## config.mk

```make
export PLATFORM = sky130hd
export DESIGN_NAME = vsa_ctrl
export DESIGN_NICKNAME = d
export VERILOG_FILES = /design/src/vsa_pkg.sv /design/src/vsa_ctrl.sv
export SDC_FILE = /design/constraint.sdc
export NUM_CORES = 1
export LEC_CHECK = 0
export ABC_AREA = 1
export CAP_MARGIN = 0
export CORE_MARGIN = 4
export CORE_UTILIZATION = 65
export DETAILED_ROUTE_END_ITERATION = 8
export DONT_BUFFER_PORTS = 1
export HOLD_SLACK_MARGIN = 0.06
export PLACE_DENSITY = 0.83
export SYNTH_ARGS = -nofsm -noshare
export SYNTH_HDL_FRONTEND = slang
export SYNTH_SLANG_ARGS = --single-unit
```

## constraint.sdc

```tcl
create_clock -name clk -period 26.6 [get_ports clk]
set_clock_uncertainty 0.2 [all_clocks]
set_input_delay 5.32 -clock clk [delete_from_list [all_inputs] [get_ports clk]]
set_output_delay 5.32 -clock clk [all_outputs]
set_load 0.02 [all_outputs]
```

## src/vsa_pkg.sv

```systemverilog
// vsa_pkg: shared types, constants and helpers for the versioned slot allocator
// no dependencies; used by every module of the block
package vsa_pkg;

  localparam int INDEX_BITS = 10;
  localparam int GEN_BITS   = 8;
  localparam int ROLE_BITS  = 2;
  localparam int HANDLE_W   = ROLE_BITS + GEN_BITS + INDEX_BITS;
  localparam int OWNER_W    = 31;
  localparam int CFG_W      = 11;
  localparam int SLOTS      = 1 << INDEX_BITS;
  localparam int LINK_W     = INDEX_BITS + 1;

  typedef logic [INDEX_BITS-1:0] idx_t;
  typedef logic [LINK_W-1:0]     link_t;
  typedef logic [GEN_BITS-1:0]   gen_t;
  typedef logic [ROLE_BITS-1:0]  role_t;
  typedef logic [OWNER_W-1:0]    owner_t;
  typedef logic [HANDLE_W-1:0]   handle_t;
  typedef logic [1:0]            opcode_t;
  typedef logic [2:0]            status_t;

  localparam link_t NO_LINK = link_t'(SLOTS);
  localparam gen_t  GEN_MAX = '1;

  localparam opcode_t OP_ALLOC   = 2'd0;
  localparam opcode_t OP_CLAIM   = 2'd1;
  localparam opcode_t OP_RELEASE = 2'd2;
  localparam opcode_t OP_UPDATE  = 2'd3;

  localparam status_t ST_OK        = 3'd0;
  localparam status_t ST_FULL      = 3'd1;
  localparam status_t ST_BAD_INDEX = 3'd2;
  localparam status_t ST_NOT_USED  = 3'd3;
  localparam status_t ST_IN_USE    = 3'd4;

  typedef struct packed {
    opcode_t opcode;
    handle_t handle;
    handle_t second_handle;
    owner_t  owner;
    role_t   role;
  } req_t;

  typedef struct packed {
    status_t status;
    handle_t new_handle;
  } rsp_t;

  typedef struct packed {
    link_t  prev_link;
    link_t  next_link;
    gen_t   generation;
    owner_t slot_owner;
  } entry_t;

  typedef struct packed {
    logic prev_link;
    logic next_link;
    logic generation;
    logic slot_owner;
  } fld_mask_t;

  typedef struct packed {
    logic      rd_en;
    idx_t      rd_addr;
    fld_mask_t wr_en;
    idx_t      wr_addr;
    entry_t    wr_data;
  } tbl_req_t;

  function automatic idx_t handle_idx(input handle_t h);
    return h[INDEX_BITS-1:0];
  endfunction

  function automatic gen_t handle_gen(input handle_t h);
    return h[INDEX_BITS +: GEN_BITS];
  endfunction

  function automatic logic idx_in_range(input idx_t i, input link_t cnt);
    return {1'b0, i} < cnt;
  endfunction

  function automatic link_t clamp_count(input logic [CFG_W-1:0] v);
    link_t r;
    if (v == '0) begin
      r = link_t'(1);
    end else if (32'(v) > 32'(SLOTS)) begin
      r = link_t'(SLOTS);
    end else begin
      r = link_t'(v);
    end
    return r;
  endfunction

endpackage

```

## src/vsa_ctrl.sv

```systemverilog
// vsa_ctrl: operation sequencer, list head registers and table clearing sweep
// drives the vsa_table port one access per cycle; uses vsa_pkg
module vsa_ctrl (
  input  logic                        clk,
  input  logic                        rst,
  input  logic                        cfg_wr_en,
  input  logic [vsa_pkg::CFG_W-1:0]   cfg_value,
  input  logic                        req_valid,
  output logic                        req_stall,
  input  vsa_pkg::req_t               req,
  input  logic                        out_free,
  output logic                        done,
  output vsa_pkg::rsp_t               result,
  output vsa_pkg::tbl_req_t           tbl,
  input  vsa_pkg::entry_t             tbl_rd
);

  localparam logic [3:0] S_CLEAR  = 4'd0;
  localparam logic [3:0] S_IDLE   = 4'd1;
  localparam logic [3:0] S_CHECK  = 4'd2;
  localparam logic [3:0] S_W1     = 4'd3;
  localparam logic [3:0] S_W2     = 4'd4;
  localparam logic [3:0] S_W3     = 4'd5;
  localparam logic [3:0] S_W4     = 4'd6;
  localparam logic [3:0] S_RD2    = 4'd7;
  localparam logic [3:0] S_CHECK2 = 4'd8;
  localparam logic [3:0] S_DONE   = 4'd9;

  logic [3:0]       state;
  vsa_pkg::link_t   cnt;
  vsa_pkg::idx_t    clr_idx;
  vsa_pkg::link_t   free_head;
  vsa_pkg::link_t   free_tail;
  vsa_pkg::link_t   used_head;
  vsa_pkg::req_t    cur;
  vsa_pkg::idx_t    slot;
  vsa_pkg::link_t   p_link;
  vsa_pkg::link_t   n_link;
  vsa_pkg::entry_t  w3;
  logic             w4_en;
  logic             w4_on_next;
  vsa_pkg::idx_t    w4_addr;

  vsa_pkg::link_t   slot_link;
  vsa_pkg::link_t   clr_link;
  vsa_pkg::link_t   clr_succ;
  vsa_pkg::idx_t    idx2;
  vsa_pkg::gen_t    take_gen;
  vsa_pkg::status_t chk_status;
  vsa_pkg::status_t chk2_status;
  vsa_pkg::link_t   new_cnt;

  assign slot_link = {1'b0, slot};
  assign clr_link  = {1'b0, clr_idx};
  assign clr_succ  = clr_link + vsa_pkg::link_t'(1);
  assign idx2      = vsa_pkg::handle_idx(cur.second_handle);
  assign take_gen  = (cur.opcode == vsa_pkg::OP_ALLOC) ?
                     tbl_rd.generation + vsa_pkg::gen_t'(1) :
                     vsa_pkg::handle_gen(cur.handle);
  assign new_cnt   = vsa_pkg::clamp_count(cfg_value);
  assign req_stall = (state != S_IDLE);
  assign done      = (state == S_DONE) && out_free;

  always_comb begin
    case (cur.opcode)
      vsa_pkg::OP_ALLOC: begin
        chk_status = (free_head == vsa_pkg::NO_LINK) ? vsa_pkg::ST_FULL : vsa_pkg::ST_OK;
      end
      vsa_pkg::OP_CLAIM: begin
        if (!vsa_pkg::idx_in_range(slot, cnt)) begin
          chk_status = vsa_pkg::ST_BAD_INDEX;
        end else if (tbl_rd.slot_owner != '0) begin
          chk_status = vsa_pkg::ST_IN_USE;
        end else begin
          chk_status = vsa_pkg::ST_OK;
        end
      end
      default: begin
        if (!vsa_pkg::idx_in_range(slot, cnt)) begin
          chk_status = vsa_pkg::ST_BAD_INDEX;
        end else if (tbl_rd.slot_owner == '0) begin
          chk_status = vsa_pkg::ST_NOT_USED;
        end else begin
          chk_status = vsa_pkg::ST_OK;
        end
      end
    endcase
  end

  always_comb begin
    if (!vsa_pkg::idx_in_range(idx2, cnt)) begin
      chk2_status = vsa_pkg::ST_BAD_INDEX;
    end else if (tbl_rd.slot_owner == '0) begin
      chk2_status = vsa_pkg::ST_NOT_USED;
    end else begin
      chk2_status = vsa_pkg::ST_OK;
    end
  end

  // table port: one read or one write a cycle, writes in list order
  always_comb begin
    tbl = '0;
    case (state)
      S_CLEAR: begin
        tbl.wr_en   = '1;
        tbl.wr_addr = clr_idx;
        tbl.wr_data.prev_link = (clr_idx == '0 || !vsa_pkg::idx_in_range(clr_idx, cnt)) ?
                                vsa_pkg::NO_LINK : clr_link - vsa_pkg::link_t'(1);
        tbl.wr_data.next_link = (clr_succ < cnt) ? clr_succ : vsa_pkg::NO_LINK;
      end
      S_IDLE: begin
        tbl.rd_en   = req_valid;
        tbl.rd_addr = (req.opcode == vsa_pkg::OP_ALLOC) ?
                      free_head[vsa_pkg::INDEX_BITS-1:0] : vsa_pkg::handle_idx(req.handle);
      end
      S_CHECK: begin
        tbl.wr_en.slot_owner = (cur.opcode == vsa_pkg::OP_UPDATE) &&
                               (chk_status == vsa_pkg::ST_OK);
        tbl.wr_addr            = slot;
        tbl.wr_data.slot_owner = cur.owner;
      end
      S_W1: begin
        tbl.wr_en.next_link   = (p_link != vsa_pkg::NO_LINK);
        tbl.wr_addr           = p_link[vsa_pkg::INDEX_BITS-1:0];
        tbl.wr_data.next_link = n_link;
      end
      S_W2: begin
        tbl.wr_en.prev_link   = (n_link != vsa_pkg::NO_LINK);
        tbl.wr_addr           = n_link[vsa_pkg::INDEX_BITS-1:0];
        tbl.wr_data.prev_link = p_link;
      end
      S_W3: begin
        tbl.wr_en   = '1;
        tbl.wr_addr = slot;
        tbl.wr_data = w3;
      end
      S_W4: begin
        tbl.wr_en.prev_link   = w4_en && !w4_on_next;
        tbl.wr_en.next_link   = w4_en && w4_on_next;
        tbl.wr_addr           = w4_addr;
        tbl.wr_data.prev_link = slot_link;
        tbl.wr_data.next_link = slot_link;
      end
      S_RD2: begin
        tbl.rd_en   = 1'b1;
        tbl.rd_addr = idx2;
      end
      S_CHECK2: begin
        tbl.wr_en.slot_owner   = (chk2_status == vsa_pkg::ST_OK);
        tbl.wr_addr            = idx2;
        tbl.wr_data.slot_owner = cur.owner;
      end
      default: begin
        tbl = '0;
      end
    endcase
  end

  always_ff @(posedge clk) begin
    if (rst) begin
      state     <= S_CLEAR;
      cnt       <= vsa_pkg::link_t'(vsa_pkg::SLOTS);
      clr_idx   <= '0;
      free_head <= '0;
      free_tail <= vsa_pkg::link_t'(vsa_pkg::SLOTS - 1);
      used_head <= vsa_pkg::NO_LINK;
    end else if (cfg_wr_en) begin
      state     <= S_CLEAR;
      cnt       <= new_cnt;
      clr_idx   <= '0;
      free_head <= '0;
      free_tail <= new_cnt - vsa_pkg::link_t'(1);
      used_head <= vsa_pkg::NO_LINK;
    end else begin
      case (state)
        S_CLEAR: begin
          clr_idx <= clr_idx + vsa_pkg::idx_t'(1);
          if (&clr_idx) begin
            state <= S_IDLE;
          end
        end
        S_IDLE: begin
          if (req_valid) begin
            cur   <= req;
            slot  <= (req.opcode == vsa_pkg::OP_ALLOC) ?
                     free_head[vsa_pkg::INDEX_BITS-1:0] : vsa_pkg::handle_idx(req.handle);
            state <= S_CHECK;
          end
        end
        S_CHECK: begin
          p_link            <= tbl_rd.prev_link;
          n_link            <= tbl_rd.next_link;
          result.status     <= chk_status;
          result.new_handle <= '0;
          state             <= S_DONE;
          if (chk_status == vsa_pkg::ST_OK) begin
            case (cur.opcode)
              vsa_pkg::OP_ALLOC, vsa_pkg::OP_CLAIM: begin
                // unlink from the free list, push on the used head
                if (slot_link == free_tail) begin
                  free_tail <= tbl_rd.prev_link;
                end
                if (tbl_rd.prev_link == vsa_pkg::NO_LINK) begin
                  free_head <= tbl_rd.next_link;
                end
                w3.prev_link  <= vsa_pkg::NO_LINK;
                w3.next_link  <= used_head;
                w3.generation <= take_gen;
                w3.slot_owner <= cur.owner;
                w4_en         <= (used_head != vsa_pkg::NO_LINK);
                w4_on_next    <= 1'b0;
                w4_addr       <= used_head[vsa_pkg::INDEX_BITS-1:0];
                used_head     <= slot_link;
                if (cur.opcode == vsa_pkg::OP_ALLOC) begin
                  result.new_handle <= {cur.role, take_gen, slot};
                end
                state <= S_W1;
              end
              vsa_pkg::OP_RELEASE: begin
                if (tbl_rd.prev_link == vsa_pkg::NO_LINK) begin
                  used_head <= tbl_rd.next_link;
                end
                w3.generation <= tbl_rd.generation;
                w3.slot_owner <= '0;
                if (tbl_rd.generation != vsa_pkg::GEN_MAX) begin
                  w3.prev_link <= vsa_pkg::NO_LINK;
                  w3.next_link <= free_head;
                  w4_en        <= (free_head != vsa_pkg::NO_LINK);
                  w4_on_next   <= 1'b0;
                  w4_addr      <= free_head[vsa_pkg::INDEX_BITS-1:0];
                  if (free_head == vsa_pkg::NO_LINK) begin
                    free_tail <= slot_link;
                  end
                  free_head <= slot_link;
                end else begin
                  // wrapped generation cools down at the free tail
                  w3.prev_link <= free_tail;
                  w3.next_link <= vsa_pkg::NO_LINK;
                  w4_en        <= (free_tail != vsa_pkg::NO_LINK);
                  w4_on_next   <= 1'b1;
                  w4_addr      <= free_tail[vsa_pkg::INDEX_BITS-1:0];
                  if (free_tail == vsa_pkg::NO_LINK) begin
                    free_head <= slot_link;
                  end
                  free_tail <= slot_link;
                end
                state <= S_W1;
              end
              default: begin
                if (cur.handle != cur.second_handle) begin
                  state <= S_RD2;
                end
              end
            endcase
          end
        end
        S_W1: begin
          state <= S_W2;
        end
        S_W2: begin
          state <= S_W3;
        end
        S_W3: begin
          state <= S_W4;
        end
        S_W4: begin
          state <= S_DONE;
        end
        S_RD2: begin
          state <= S_CHECK2;
        end
        S_CHECK2: begin
          result.status <= chk2_status;
          state         <= S_DONE;
        end
        S_DONE: begin
          if (out_free) begin
            state <= S_IDLE;
          end
        end
        default: begin
          state <= S_IDLE;
        end
      endcase
    end
  end

endmodule

```

==> run metrics <==
synthesized area=between 10,000 and 15,000 sq um; share of the synthesized area in the top cell type=between 40% and 50%; die height=about 150 um; crit path time final=12.74 ns; Peak Freq=78.51 MHz; largest area contributor in the netlist=edfxtp_1; Cells after Synth=1,569; number of synthesized flops with an enable pin=about 200; CP startpoint kind=input port; Crit Path Class=input port to output port; WHS Path Cells=2; peak supply drop=roughly 0.000066 V; largest family of logic cells by synthesized area=simple AND/OR/NAND/NOR gates; Distinct cells, synth=52; first-pass GRT wire length=between 60,000 and 70,000 um; Worst-Skew Late Latency=between 0.5 and 0.6 ns; smallest hold slack=between 0.2 and 0.3 ns; reg2reg end=w3[29]$_SDFFCE_PP0P_; filler cell count in the final layout=between 1,500 and 2,000; htree depth=1; Starting Density=between 60% and 70%; M1 GR Usage=around half; outcome=completed; RSZ-0062 raised after global routing=false; synthesized area per cell=~8.8 sq um; Max clock buf depth=3; grt ovf=0; vias in the first global route=10,880; Setup crit end kind=output port; Final nets=~1,700; DIE WIDTH=around 150 um; critical path peak fanout=19; Synth Warn #=0; Post-Synth XOR/XNOR Area=around 2.4%; Hold Path Sink=used_head[4]$_SDFFE_PP0P_; Cell Pwr Density=57.79 nW/um^2; Worst Setup Slack, final=13.86 ns; max-slew violations=0; Pleak=roughly 6 nW; Arr. time, crit path=between 7 and 8 ns; clk sinks=between 200 and 300; Multi-input gate area=between 5000 and 6000 sq um; Final Hold Fails=0; GRT busiest layer=met2; reg2reg start=slot[6]$_DFFE_PP_; Compound-Gate Fraction of Synth Area=just under 10%; R2R depth=15; clk slew on worst S/H paths=about 0.060 ns; layout cells sized above 1=a little over 7%; global routing usage on met3=a little under a tenth; routing usage on met2=55.69%; num ports=between 200 and 300; worst slack, placed=~14 ns; Avg WL per Cell=between 20 and 25 um; ANT nets after route=0; postcts setup bufs=0; CTS tree=yes; required time of the critical path=around 21 ns; register area share after synthesis=between 50% and 60%; Max-slew headroom=~15%; die area=between 20,000 and 25,000 sq um; post-route insts no fill=between 1,500 and 2,000; first-pass iteration count of the detailed router=7; Hold Path Class=register to register; total CTS buffers=27; Clock Tree Root=clkbuf_16; global-route usage over all layers=a little over a third; Finish-stage setup viols=0; largest net degree at the start of global routing=88; mean number of vias per cell=approximately 6.3; worst hold path startpoint=used_head[4]$_SDFFE_PP0P_; setup TNS=0 ns; placed insts=about 1,800; cts repair resizes=0; Adder-Cell Fraction of Synth Area=between 3 and 4%; post-DP HPWL=33,000 um; post-synthesis simple-gate area fraction=a little under a quarter; Core Area=a little over 20,000 sq um; Post-Route WL=43,720 um; R2R setup slack=around 23 ns; Synth area leaders=edfxtp_1 (44%), nand2_1 (9.8%), dfxtp_1 (8.5%); via count=about 12,000; fraction of registers with async set/reset=0%; port bufs=0; GPL Wtd Cong=~1.0; register bit total from synthesis=~260; max-cap violations=0; FF/Latch Area=around 7300 sq um; Tcrit/Tclk final=47.88%; syn nets=1,762; # DRC=0; mux cell area share after synthesis=less than 1%; initial DRC count=between 1,500 and 2,000; Area Growth Syn to Fin=7.496%; Hold-fix buffers, CTS=0; Slew @ Worst Pin=between 1 and 1.5 ns; Rows=52; antenna violations before repair=1; Top FF cell, synth=edfxtp_1
## where the power goes
part / total (mW) / internal [mW] / switching, mW
logic: 0.0424 / 0.0125 / 0.0299
clock network: 0.371 / 0.208 / 0.163
registers: 0.440 / 0.439 / 0.00181
## cell usage after synthesis, types with 3 or more instances
cell type	count
a221oi_1	10
a211oi_1	3
buf_6	7
nand3_1	69
a21oi_1	48
o21ai_1	6
ha_1	41
nand2_1	357
nor4_1	6
xnor2_1	19
nand2_2	3
buf_1	4
o221ai_1	12
inv_1	192
mux2_2	6
nor3_1	9
clkbuf_1	30
o211ai_1	10
xor2_1	19
a31oi_1	3
o22ai_1	11
o2111ai_1	8
nor2_1	208
nor2_4	4
or2_2	7
nor2_2	15
inv_2	10
o21ai_0	105
dfxtp_1	58
buf_2	12
edfxtp_1	203
clkinv_1	4
nand4_1	46
## state kept, by name, indices dropped and copies added (netlist names)
register,flops
w4_en,1
w3,61
used_head,11
state,4
cnt,11
result,23
cur,75
n_link,11
slot,10
clr_idx,10
p_link,11
w4_addr,10
free_head,11
free_tail,11
w4_on_next,1
## worst max-delay path, stage by stage
cell and delay (ns):
nor2_1 0.16, nand2_1 0.08, nor2_1 0.09, nand2_1 0.07, nor2_2 0.22, nor2_1 0.06
nand2_1 0.15, nand3_4 0.12, inv_6 0.17, nand2_1 0.09, o21ai_0 0.69
## area by class of cell
| type | instances | share of cell area [%] |
|---|---|---|
| sequential | 261 | 49.14 |
| multi-input combinational | 1047 | 36.92 |
| inverter | 207 | 5.296 |
| clock buffer | 29 | 4.626 |
| tap | 270 | 2.288 |
| clock inverter | 21 | 1.237 |
| timing repair buffer | 9 | 0.4575 |
| antenna | 2 | 0.03389 |
## how the worst max path moves through the flow
| stage | start | end | slack (ns) | depth (start not counted) |
|---|---|---|---|---|
| 2_1_floorplan | cfg_wr_en | cur[0]$_DFFE_PP_ | 13.92 | 4 |
| 3_3_place_gp | tbl_rd[19] | tbl[71] | 13.92 | 11 |
| 3_5_place_dp | tbl_rd[19] | tbl[71] | 13.87 | 11 |
| 4_1_cts | tbl_rd[19] | tbl[71] | 13.86 | 11 |
| 5_1_grt | tbl_rd[19] | tbl[71] | 13.73 | 11 |
| 6_report | tbl_rd[19] | tbl[71] | 13.86 | 11 |
## cell families after synthesis
family / Yosys count
mux: 6
fa+ha+maj: 41
flops: 261
buf+inv: 261
simple gates: 735
xor+xnor: 38
compound gates: 227
## cells in the final DEF (no fill, tap or decap), types with 3 or more instances in the layout
| cell type | n |
|---|---|
| nand2_2 | 3 |
| o21ai_1 | 6 |
| inv_2 | 10 |
| a211oi_1 | 3 |
| xor2_1 | 19 |
| clkinv_2 | 8 |
| nor2_2 | 15 |
| nand2_1 | 357 |
| nor2_4 | 7 |
| a31oi_1 | 3 |
| mux2_2 | 6 |
| o2111ai_1 | 8 |
| dfxtp_1 | 58 |
| o211ai_1 | 10 |
| nor4_1 | 6 |
| clkbuf_16 | 27 |
| ha_1 | 41 |
| nor3_1 | 8 |
| clkinvlp_4 | 4 |
| o221ai_1 | 12 |
| nand3_1 | 69 |
| buf_4 | 9 |
| a21oi_1 | 48 |
| clkinv_1 | 8 |
| nor2_1 | 205 |
| or2_2 | 7 |
| o21ai_0 | 105 |
| a221oi_1 | 10 |
| edfxtp_1 | 203 |
| o22ai_1 | 11 |
| inv_1 | 192 |
| nand4_1 | 46 |
| xnor2_1 | 19 |
## metal layers
layer  vias up  part of all wire, %
li1       5240                    -
met1      5381                   36
met2       851                   46
met3       157                   14
met4         0                  5.0
met5         -                    0
## through the flow
stage | power (mW) | util (%) | cell area, sq um
after floorplan | 0.4794 | - | 13740
final | 0.8534 | 72.05 | 14770
after global placement | 0.4892 | 67.80 | 13900
after CTS | 0.8528 | 72.03 | 14760
after global routing | 0.8763 | 72.04 | 14760
after detailed placement | 0.4901 | 67.80 | 13900
No activity file was read; power rests on OpenSTA's default activity.
